===== src/fermion_occupation_bitstring_unit_core_defines.svh =====
// Assertion macros used by the core RTL file.
`ifndef FERMION_OCCUPATION_BITSTRING_UNIT_CORE_DEFINES_SVH
`define FERMION_OCCUPATION_BITSTRING_UNIT_CORE_DEFINES_SVH

// Same-cycle implication, checked outside reset.
`define FOBU_ASSERT_NOW(lbl, ante, cons) \
    lbl: assert property (@(posedge i_clk) disable iff (!i_rst_n) (ante) |-> (cons)) \
        else $error("fobu: assertion failed");

// Next-cycle implication, checked outside reset.
`define FOBU_ASSERT_NEXT(lbl, ante, cons) \
    lbl: assert property (@(posedge i_clk) disable iff (!i_rst_n) (ante) |=> (cons)) \
        else $error("fobu: assertion failed");

`endif


===== src/fobu_pkg.sv =====
package fobu_pkg;

    localparam int VEC_W    = 64;
    localparam int ORB_W    = 6;
    localparam int CNT_W    = 7;
    localparam int ACTION_W = 3;
    localparam int ERR_W    = 2;
    localparam int SIGN_W   = 2;
    localparam int CFG_W    = 7;
    localparam int CFG_IDX_W = 1;

    localparam logic [CNT_W-1:0] MAX_ORBITALS = 7'd64;

    typedef enum logic [ACTION_W-1:0] {
        ACT_LOAD      = 3'd0,
        ACT_ANNIHILATE = 3'd1,
        ACT_CREATE    = 3'd2,
        ACT_QUERY     = 3'd3,
        ACT_LIST_OCC  = 3'd4,
        ACT_COUNT_DIFF = 3'd5,
        ACT_LIST_DIFF = 3'd6
    } t_action;

    localparam logic [ERR_W-1:0] ERR_NONE     = 2'd0;
    localparam logic [ERR_W-1:0] ERR_RANGE    = 2'd1;
    localparam logic [ERR_W-1:0] ERR_MISMATCH = 2'd2;

    localparam logic [CFG_IDX_W-1:0] CFG_NUM_ORBITALS = 1'b0;
    localparam logic [CFG_IDX_W-1:0] CFG_EXPECTED     = 1'b1;

    typedef enum logic [3:0] {
        ST_IDLE = 4'b0001,
        ST_SCAN = 4'b0010,
        ST_LIST = 4'b0100,
        ST_EMIT = 4'b1000
    } t_state;

endpackage


===== src/fermion_occupation_bitstring_unit_core.sv =====
// Holds one 64-orbital occupation string and runs one action per input transaction through a
// single shift-and-count unit that walks the working word one bit per cycle, except while a
// listed result waits on i_stall. The block is busy (o_stall high) from acceptance until the
// transaction's last result has been loaded into the output register, so one transaction
// never overlaps the next. Query, out-of-range, failed create/annihilate, unused actions and
// empty lists go straight to the emit state. Load, count and successful create/annihilate
// first shift the scanned word (the loaded string, the difference word, or the occupied
// orbitals below the target) down to zero in the scan state. Listing actions walk the listed
// word up to its highest listed position. Every result can wait on i_stall.
module fermion_occupation_bitstring_unit_core (
    input  logic                              i_clk,
    input  logic                              i_rst_n,
    input  logic                              i_valid,
    output logic                              o_stall,
    input  logic [fobu_pkg::ACTION_W-1:0]     i_action,
    input  logic [fobu_pkg::ORB_W-1:0]        i_orbital,
    input  logic [fobu_pkg::VEC_W-1:0]        i_vector_in,
    input  logic signed [fobu_pkg::SIGN_W-1:0] i_sign_in,
    output logic                              o_valid,
    input  logic                              i_stall,
    output logic                              o_ok,
    output logic [fobu_pkg::ERR_W-1:0]        o_error,
    output logic signed [fobu_pkg::SIGN_W-1:0] o_sign_out,
    output logic [fobu_pkg::ORB_W-1:0]        o_position,
    output logic [fobu_pkg::CNT_W-1:0]        o_count,
    output logic [fobu_pkg::VEC_W-1:0]        o_vector_out,
    output logic                              o_last,
    input  logic                              i_cfg_we,
    input  logic [fobu_pkg::CFG_IDX_W-1:0]    i_cfg_index,
    input  logic [fobu_pkg::CFG_W-1:0]        i_cfg_data
);
    import fobu_pkg::*;

    t_state             r_state, n_state;
    logic [CFG_W-1:0]   r_num_orb, r_expected;
    logic [VEC_W-1:0]   r_string, n_string;
    logic [VEC_W-1:0]   r_work, n_work;
    logic [CNT_W-1:0]   r_cnt, n_cnt;
    logic [ORB_W-1:0]   r_pos, n_pos;
    t_action            r_act, n_act;
    logic [SIGN_W-1:0]  r_sign, n_sign;
    logic               r_res_ok, n_res_ok;
    logic [ERR_W-1:0]   r_res_err, n_res_err;

    logic               r_o_valid, n_o_valid;
    logic               r_o_ok, n_o_ok;
    logic [ERR_W-1:0]   r_o_err, n_o_err;
    logic [SIGN_W-1:0]  r_o_sign, n_o_sign;
    logic [ORB_W-1:0]   r_o_pos, n_o_pos;
    logic [CNT_W-1:0]   r_o_cnt, n_o_cnt;
    logic [VEC_W-1:0]   r_o_vec, n_o_vec;
    logic               r_o_last, n_o_last;

    logic               w_accept;
    logic               w_out_free;
    logic [CNT_W-1:0]   w_eff_orb;
    logic               w_in_range;
    logic [VEC_W-1:0]   w_bit;
    logic [VEC_W-1:0]   w_below;
    logic               w_occupied;
    logic [VEC_W-1:0]   w_list_word;
    logic [VEC_W-1:0]   w_shifted;
    logic               w_load_ok;
    logic [SIGN_W-1:0]  w_neg_sign;

    assign o_stall    = (r_state != ST_IDLE);
    assign w_accept   = i_valid && (r_state == ST_IDLE);
    assign w_out_free = !r_o_valid || !i_stall;

    assign w_eff_orb   = (r_num_orb > MAX_ORBITALS) ? MAX_ORBITALS : r_num_orb;
    assign w_in_range  = ({1'b0, i_orbital} < w_eff_orb);
    assign w_bit       = {{(VEC_W-1){1'b0}}, 1'b1} << i_orbital;
    assign w_below     = w_bit - {{(VEC_W-1){1'b0}}, 1'b1};
    assign w_occupied  = |(r_string & w_bit);
    assign w_list_word = (t_action'(i_action) == ACT_LIST_DIFF) ? (r_string & ~i_vector_in)
                                                                : r_string;
    assign w_shifted   = r_work >> 1;
    assign w_load_ok   = (r_cnt == r_expected);
    assign w_neg_sign  = ~r_sign + {{(SIGN_W-1){1'b0}}, 1'b1};

    always_comb begin
        n_state   = r_state;
        n_string  = r_string;
        n_work    = r_work;
        n_cnt     = r_cnt;
        n_pos     = r_pos;
        n_act     = r_act;
        n_sign    = r_sign;
        n_res_ok  = r_res_ok;
        n_res_err = r_res_err;
        n_o_valid = r_o_valid && i_stall;
        n_o_ok    = r_o_ok;
        n_o_err   = r_o_err;
        n_o_sign  = r_o_sign;
        n_o_pos   = r_o_pos;
        n_o_cnt   = r_o_cnt;
        n_o_vec   = r_o_vec;
        n_o_last  = r_o_last;

        unique case (r_state)
            ST_IDLE: begin
                if (w_accept) begin
                    n_act     = t_action'(i_action);
                    n_sign    = i_sign_in;
                    n_cnt     = '0;
                    n_pos     = '0;
                    n_res_ok  = 1'b0;
                    n_res_err = ERR_NONE;
                    n_state   = ST_EMIT;
                    unique case (t_action'(i_action))
                        ACT_LOAD: begin
                            n_string = i_vector_in;
                            n_work   = i_vector_in;
                            n_state  = ST_SCAN;
                        end
                        ACT_ANNIHILATE, ACT_CREATE: begin
                            if (!w_in_range) begin
                                n_res_err = ERR_RANGE;
                            end else if (w_occupied ==
                                         (t_action'(i_action) == ACT_ANNIHILATE)) begin
                                n_string = r_string ^ w_bit;
                                n_work   = r_string & w_below;
                                n_res_ok = 1'b1;
                                n_state  = ST_SCAN;
                            end
                        end
                        ACT_QUERY: begin
                            if (!w_in_range) begin
                                n_res_err = ERR_RANGE;
                            end else begin
                                n_res_ok = w_occupied;
                            end
                        end
                        ACT_COUNT_DIFF: begin
                            n_work  = r_string ^ i_vector_in;
                            n_state = ST_SCAN;
                        end
                        ACT_LIST_OCC, ACT_LIST_DIFF: begin
                            n_work = w_list_word;
                            if (w_list_word != '0) begin
                                n_state = ST_LIST;
                            end
                        end
                        default: begin
                            n_state = ST_EMIT;
                        end
                    endcase
                end
            end
            ST_SCAN: begin
                if (r_work == '0) begin
                    n_state = ST_EMIT;
                end else begin
                    n_work = w_shifted;
                    n_cnt  = r_cnt + {{(CNT_W-1){1'b0}}, r_work[0]};
                end
            end
            ST_LIST: begin
                if (!r_work[0]) begin
                    n_work = w_shifted;
                    n_pos  = r_pos + {{(ORB_W-1){1'b0}}, 1'b1};
                end else if (w_out_free) begin
                    n_o_valid = 1'b1;
                    n_o_ok    = 1'b1;
                    n_o_err   = ERR_NONE;
                    n_o_sign  = r_sign;
                    n_o_pos   = r_pos;
                    n_o_cnt   = '0;
                    n_o_vec   = r_string;
                    n_o_last  = (w_shifted == '0);
                    n_work    = w_shifted;
                    n_pos     = r_pos + {{(ORB_W-1){1'b0}}, 1'b1};
                    if (w_shifted == '0) begin
                        n_state = ST_IDLE;
                    end
                end
            end
            ST_EMIT: begin
                if (w_out_free) begin
                    n_o_valid = 1'b1;
                    n_o_pos   = '0;
                    n_o_cnt   = '0;
                    n_o_vec   = r_string;
                    n_o_last  = 1'b1;
                    n_o_sign  = r_sign;
                    n_o_ok    = r_res_ok;
                    n_o_err   = r_res_err;
                    unique case (r_act)
                        ACT_LOAD: begin
                            n_o_ok  = w_load_ok;
                            n_o_err = w_load_ok ? ERR_NONE : ERR_MISMATCH;
                        end
                        ACT_ANNIHILATE, ACT_CREATE: begin
                            if (r_res_ok && r_cnt[0]) begin
                                n_o_sign = w_neg_sign;
                            end
                        end
                        ACT_COUNT_DIFF: begin
                            n_o_ok  = 1'b1;
                            n_o_cnt = r_cnt;
                        end
                        default: begin
                            n_o_ok = r_res_ok;
                        end
                    endcase
                    n_state = ST_IDLE;
                end
            end
            default: begin
                n_state = ST_IDLE;
            end
        endcase
    end

    always_ff @(posedge i_clk) begin
        if (!i_rst_n) begin
            r_state    <= ST_IDLE;
            r_string   <= '0;
            r_o_valid  <= 1'b0;
            r_num_orb  <= MAX_ORBITALS;
            r_expected <= '0;
        end else begin
            r_state   <= n_state;
            r_string  <= n_string;
            r_o_valid <= n_o_valid;
            if (i_cfg_we) begin
                if (i_cfg_index == CFG_NUM_ORBITALS) begin
                    r_num_orb <= i_cfg_data;
                end else if (i_cfg_index == CFG_EXPECTED) begin
                    r_expected <= i_cfg_data;
                end
            end
        end
    end

    always_ff @(posedge i_clk) begin
        r_work    <= n_work;
        r_cnt     <= n_cnt;
        r_pos     <= n_pos;
        r_act     <= n_act;
        r_sign    <= n_sign;
        r_res_ok  <= n_res_ok;
        r_res_err <= n_res_err;
        r_o_ok    <= n_o_ok;
        r_o_err   <= n_o_err;
        r_o_sign  <= n_o_sign;
        r_o_pos   <= n_o_pos;
        r_o_cnt   <= n_o_cnt;
        r_o_vec   <= n_o_vec;
        r_o_last  <= n_o_last;
    end

    assign o_valid      = r_o_valid;
    assign o_ok         = r_o_ok;
    assign o_error      = r_o_err;
    assign o_sign_out   = r_o_sign;
    assign o_position   = r_o_pos;
    assign o_count      = r_o_cnt;
    assign o_vector_out = r_o_vec;
    assign o_last       = r_o_last;

`include "fermion_occupation_bitstring_unit_core_defines.svh"

    `FOBU_ASSERT_NEXT(a_accept_starts_work, i_valid && !o_stall, r_state != ST_IDLE)
    `FOBU_ASSERT_NOW(a_open_list_in_progress, r_o_valid && !r_o_last, r_state == ST_LIST)
    `FOBU_ASSERT_NOW(a_position_only_listed, r_o_valid && (r_o_pos != '0), r_o_ok)

endmodule

===== config.mk =====
export PLATFORM = sky130hd
export DESIGN_NAME = fermion_occupation_bitstring_unit_core
export DESIGN_NICKNAME = d
export VERILOG_FILES = /design/src/fobu_pkg.sv /design/src/fermion_occupation_bitstring_unit_core.sv
export VERILOG_INCLUDE_DIRS = /design/src /design/src/src
export SDC_FILE = /design/constraint.sdc
export NUM_CORES = 1
export LEC_CHECK = 0
export ABC_AREA = 0
export BUFFER_PORTS_ARGS = -buffer_cell sky130_fd_sc_hd__buf_2
export CORE_MARGIN = 2
export CORE_UTILIZATION = 52
export DETAILED_ROUTE_END_ITERATION = 10
export PLACE_DENSITY = 0.74
export SYNTH_ARGS = -nofsm -noshare
export SYNTH_HDL_FRONTEND = slang
export SYNTH_SLANG_ARGS = --single-unit

===== constraint.sdc =====
create_clock -name i_clk -period 7.48 [get_ports i_clk]
set_input_delay 0.748 -clock i_clk [delete_from_list [all_inputs] [get_ports i_clk]]
set_output_delay 0.748 -clock i_clk [all_outputs]
set_load 0.01 [all_outputs]

==> flow_summary.json, run 1 <==
{
  "fin_tns_setup_ns": 0,
  "clock_sinks": 250,
  "grt_overflow": 0,
  "hold_viol_final": 0,
  "syn_area_per_cell_sq_um": 8.62,
  "synth_cell_types": 75,
  "floorplan.die.height_microns": 183,
  "skew_ns": 0.0126,
  "critPathMaxStageDelay_ns": 0.89,
  "yosys_register_bits": 250,
  "utilization_pct": 59.2,
  "cp_top_family": "simple AND/OR/NAND/NOR gates",
  "rsz0062_at_grt": "no",
  "synth-xor-area-share_pct": 1.84,
  "synthArstFlopShare_pct": 0,
  "layout-drive-gt1-share_pct": 14.1,
  "detail-route-antenna-nets": 0,
  "initial_core_util_pct": 52.8,
  "io_pins": 173,
  "synthSimpleGateAreaFrac_pct": 20.0,
  "powerDensity_nw_per_um2": 269,
  "clk_latency_ns": 0.56,
  "drt_first_pass_iters": 6,
  "criticalPathCategory": "in -> reg",
  "grt_usage_pct": 40.2,
  "critical_path_buf_inv_count": 2,
  "coreArea_sq_um": 31600,
  "hold_class": "in -> reg",
  "arrival_ns": 5.26,
  "wl_per_cell_microns": 28.3,
  "cts_hold_buffers": 0,
  "dieWidth_microns": 183,
  "ys.flop_type": "edfxtp_1",
  "antenna_found_initial": 3,
  "synth_common_cells": "296 x nand2_1, 247 x o21ai_0, 167 x edfxtp_1",
  "cp-end-kind": "register",
  "syn_nets": 2140,
  "setup_violations": 0,
  "peakVddDrop_mv": 0.211,
  "grt_pass1_vias": 15300,
  "portBuffers": 172,
  "synth_compound_area_share_pct": 22.3,
  "synth.area.top_cells": "edfxtp_1 30%, dfxtp_1 10%, ha_1 9.0%, o21ai_0 7.4%, nand2_1 6.7%",
  "fin_area_sq_um": 18700,
  "dieArea_sq_um": 33500,
  "finalWeightedCongestion": 1.05,
  "cts-resized-gates": 0,
  "viasPerCell": 6.80,
  "run_status": "complete, no violations",
  "finalWirelength_microns": 68900,
  "nFillCells": 2853,
  "synth_mux_area_share_pct": 1.11,
  "synth.largest_area_cell": "edfxtp_1",
  "synth_top_area_share_pct": 30.1,
  "seqCellArea_sq_um": 6680,
  "nets": 2224,
  "yosysWarnings": 0,
  "layout_min_cycle_time_ns": 5.07,
  "place_hpwl_microns": 50000,
  "cts_tree": "done",
  "slowest_stage": "nand2_1",
  "yosysSeqAreaShare_pct": 40.1,
  "synth_edf_count": 167,
  "clock-root-buffer": "clkbuf_16",
  "crit_required_ns": 7.67,
  "clockBufferDepth": 3,
  "grt_pass1_wl_microns": 99800,
  "path_clk_slew_ns": 0.06,
  "post-cts-setup-buffers": 0,
  "dpl_cell_area_sq_um": 17700,
  "maxSlewViolCount": 0,
  "fp-row-count": 65,
  "p_leak_nw": 7.97,
  "worst_pin_slew_ns": 1.25,
  "cap_violations": 0,
  "grt_max_degree": 101,
  "drt_iter0_drc": 2272,
  "max_slew_margin_pct": 15.3,
  "dr_total_vias": 16600,
  "area_delta_synth_final_pct": 12.2,
  "multiInputGateArea_sq_um": 9120,
  "htreeDepth": 1,
  "synth_top_family_by_area": "compound AO/OA/AOI/OAI gates",
  "max_freq_mhz": 197,
  "critPathMaxFanout": 63,
  "syn_inst": 1932,
  "synth.most_common_cell": "nand2_1",
  "synth_fa_ha_area_share_pct": 9.02,
  "critPathLaunchType": "input pin",
  "numCtsBuffers": 27,
  "path_cells": "buf_2 > nand2_1 > nor2_1 > ha_1 > nor4_1 > nand4_1 > a211oi_1 > o2111ai_2 > o21bai_1 > or3_1 > and3_1 > a21oi_4 > buf_4",
  "timing.final.crit_share_pct": 67.8,
  "drc_errors": 0,
  "synthesis.area_sq_um": 16700
}
==> placed cells by master (no fill, tap or decap), types with 6 or more instances in the layout <==
cell,Yosys,final
xnor2_1,19,19
xor2_1,16,16
o221ai_1,12,12
and2_1,13,13
clkbuf_8,0,6
o211ai_2,7,7
o211a_1,45,45
nor4_1,62,62
inv_1,76,74
o21ai_0,247,247
nand2b_1,17,17
or4_1,6,6
nand3b_1,6,6
a21oi_1,89,84
nor2_1,119,116
clkbuf_16,0,28
nand4_1,25,25
nand3_1,85,85
nand2_1,296,295
nor3_1,15,15
mux2i_1,14,14
o21a_1,7,7
ha_1,120,120
o211ai_1,64,64
a31oi_1,29,29
a21boi_0,11,11
or3_1,11,11
buf_2,12,172
nor2b_1,17,17
o22ai_1,15,15
buf_4,2,30
dfxtp_1,83,83
edfxtp_1,167,167
a21o_1,6,6
and3_1,6,6
==> final timing paths <==
kind | start | endpoint | slack [ns] | cells after the start
hold / removal | i_sign_in[0] | r_sign[0] | 0.38 | 1
setup / recovery | i_orbital[1] | r_work[45] | 2.41 | 13
hold reg to reg | r_sign[0] | o_sign_out[0] | 0.45 | 0
setup reg to reg | r_string[54] | r_work[45] | 3.45 | 10
==> sequential cells by signal, indices dropped and copies added (netlist names), 3 cells and up <==
register / flops
r_state: 4
r_expected: 7
r_work: 64
o_count: 7
o_vector_out: 64
r_act: 3
r_string: 64
r_num_orb: 7
r_pos: 6
o_position: 6
r_cnt: 7
==> report_power, final <==
group	internal (mW)	switching (mW)	leakage, nW
logic	0.453	0.897	5.25
clock network	0.909	0.569	0.486
registers	1.86	0.343	2.23
==> stage by stage <==
step | worst slack [ns] | hold slack (ns) | total power, mW | std cells
final | 2.41 | 0.377 | 5.03 | 2439
after global routing | 2.18 | 0.378 | 5.19 | 2438
after CTS | 2.54 | 0.379 | 4.96 | 2438
after detailed placement | 1.96 | 0.435 | 3.50 | 2389
after global placement | 1.98 | 0.433 | 3.47 | 2389
after floorplan | 0.354 | 0.419 | 2.91 | 1932
==> metal layers <==
| metal | vias up | global-route usage [%] | routed length, microns |
|---|---|---|---|
| met1 | 7900 | 54.2 | 27100 |
| met2 | 1182 | 58.8 | 28800 |
| li1 | 7308 | - | - |
| met3 | 193 | 15.9 | 10200 |
| met5 | - | 0 | 21 |
| met4 | 4 | 14.1 | 2830 |
==> area by class of cell <==
cell class	count	share of cell area [%]
inverters	76	1.53
flip-flops and latches	250	35.7
repair buffers	204	6.02
clock inverters	12	0.997
multi-input cells	1457	48.8
well taps	402	2.69
clock buffers	37	4.25
diodes	1	0.0134
==> cells by family after synthesis <==
| group | Yosys count |
|---|---|
| compound gates | 582 |
| fa+ha+maj | 120 |
| mux | 17 |
| simple gates | 703 |
| xor+xnor | 35 |
| buf+inv | 225 |
| flops | 250 |
Note: power is estimated with default switching activity, not from simulation.
==> run 2: changes to the inputs <==
Settings changed: PLACE_DENSITY 0.74 to 0.71.
Clock period 7.48 ns to 4.7 ns, I/O delays scaled along.
==> flow_summary.json, run 2 (synthesis gave the netlist of run 1 again) <==
{
  "initial_core_util_pct": 52.8,
  "timing.final.crit_share_pct": 82.4,
  "layout-drive-gt1-share_pct": 15.6,
  "drc_errors": 0,
  "p_leak_nw": 8.13,
  "grt_pass1_wl_microns": 104000,
  "criticalPathCategory": "in -> reg",
  "path_clk_slew_ns": 0.06,
  "skew_ns": 0.0164,
  "max_slew_margin_pct": 32.1,
  "grt_overflow": 0,
  "setup_violations": 0,
  "hold_viol_final": 0,
  "numCtsBuffers": 28,
  "grt_pass1_vias": 15500,
  "max_freq_mhz": 258,
  "dieWidth_microns": 183,
  "fin_tns_setup_ns": 0,
  "cts_tree": "done",
  "hold_class": "in -> reg",
  "worst_pin_slew_ns": 1.01,
  "cp-end-kind": "register",
  "critPathLaunchType": "input pin",
  "worstHoldEndpoint": "r_sign[0]",
  "finalWeightedCongestion": 1.04,
  "grt_max_degree": 107,
  "viasPerCell": 6.83,
  "cap_violations": 0,
  "maxSlewViolCount": 0,
  "r2r_end": "r_work[47]",
  "min-delay-start": "i_sign_in[0]",
  "layout_min_cycle_time_ns": 3.87,
  "layout_commonest_cell": "nand2_1",
  "clock-root-buffer": "clkbuf_16",
  "clk_latency_ns": 0.56,
  "critPathMaxFanout": 45,
  "peakVddDrop_mv": 0.289,
  "critical_path_buf_inv_count": 3,
  "htreeDepth": 1,
  "portBuffers": 172,
  "path_cells": "buf_2 > nand2b_1 > buf_4 > nor2_1 > ha_1 > nor4_1 > nand4_1 > a221oi_2 > o2111ai_2 > o21bai_1 > or3_1 > and3_1 > a21oi_4 > buf_12",
  "multiInputGateArea_sq_um": 9120,
  "drt_first_pass_iters": 8,
  "nets": 2264,
  "io_pins": 173,
  "cts-resized-gates": 0,
  "hold_slack_ns": 0.101,
  "r2r_cells": 11,
  "arrival_ns": 4.12,
  "slowest_stage": "nand2b_1",
  "clockBufferDepth": 3,
  "fp-row-count": 65,
  "wl_per_cell_microns": 28.9,
  "detail-route-antenna-nets": 0,
  "timing.rr.start": "r_string[44]",
  "powerDensity_nw_per_um2": 419,
  "drt_iter0_drc": 2443,
  "cp_top_family": "simple AND/OR/NAND/NOR gates",
  "rsz0062_at_grt": "no",
  "dieArea_sq_um": 33500,
  "post-cts-setup-buffers": 0,
  "final_cell_mix": "295 x nand2_1, 247 x o21ai_0, 172 x buf_2",
  "antenna_found_initial": 9,
  "floorplan.die.height_microns": 183,
  "finalWirelength_microns": 71700,
  "cts_hold_buffers": 0,
  "clock_sinks": 250,
  "nFillCells": 2813,
  "area_delta_synth_final_pct": 13.9,
  "critPathMaxStageDelay_ns": 0.50,
  "holdPathStages": 1,
  "seqCellArea_sq_um": 6680,
  "rrSetupSlack_ns": 1.12,
  "coreArea_sq_um": 31600,
  "dr_total_vias": 16900,
  "place_hpwl_microns": 53900,
  "crit_required_ns": 4.94,
  "grt_usage_pct": 42.1,
  "run_status": "complete, no violations"
}
-- run 2: worst register-to-register path: cells and delay by family (launching register included) --
kind / cells / cell delay [ns]
AO/OA/AOI/OAI: 4 / 0.84
adder cells (fa/ha/maj): 1 / 0.29
flip-flops: 1 / 0.47
buffers and inverters: 2 / 0.42
AND/OR/NAND/NOR: 4 / 1.20
-- run 2: how the worst max path moves through the flow --
stage | end | slack, ns | cells after the start | startpoint
2_1_floorplan | r_work[10] | 0.02 | 15 | i_orbital[1]
3_3_place_gp | r_work[47] | 0.41 | 14 | i_orbital[1]
3_5_place_dp | r_work[44] | 0.35 | 14 | i_orbital[1]
4_1_cts | r_work[25] | 0.89 | 14 | i_orbital[1]
5_1_grt | r_work[14] | 0.66 | 14 | i_orbital[1]
6_report | r_work[47] | 0.83 | 14 | i_orbital[1]
-- run 2: where the power goes --
part | switching, mW | internal, mW | leakage [nW]
clock network | 0.909 | 1.27 | 0.447
registers | 0.542 | 2.95 | 2.23
logic | 1.49 | 0.778 | 5.44
total | 2.94 | 5.00 | 8.13
-- run 2: cell type report --
cell class | count | area share (%)
clock inverters | 7 | 0.224
multi-input cells | 1457 | 48.1
inverters | 76 | 1.50
repair buffers | 243 | 7.68
clock buffers | 45 | 4.63
flip-flops and latches | 250 | 35.2
well taps | 402 | 2.65
diodes | 1 | 0.0132
-- run 2: metal layers --
metal  vias up  share of wire [%]  global-route usage [%]
met4        12                3.7                    12.7
met1      8085                 40                    59.1
met2      1247                 42                    62.6
li1       7386                  -                       -
met5         -               0.10                       0
met3       212                 14                    12.9
-- run 2: through the flow --
stage                     total power, mW  util, %  instances  worst slack [ns]  area, sq um
after floorplan                      4.62        -       1932            0.0200        16700
after global placement               5.63     57.2       2428             0.410        18000
after detailed placement             5.67     57.2       2428             0.348        18000
after CTS                            7.83     60.1       2480             0.895        19000
after global routing                 8.20     60.1       2481             0.655        19000
final                                7.94     60.1       2481             0.825        19000
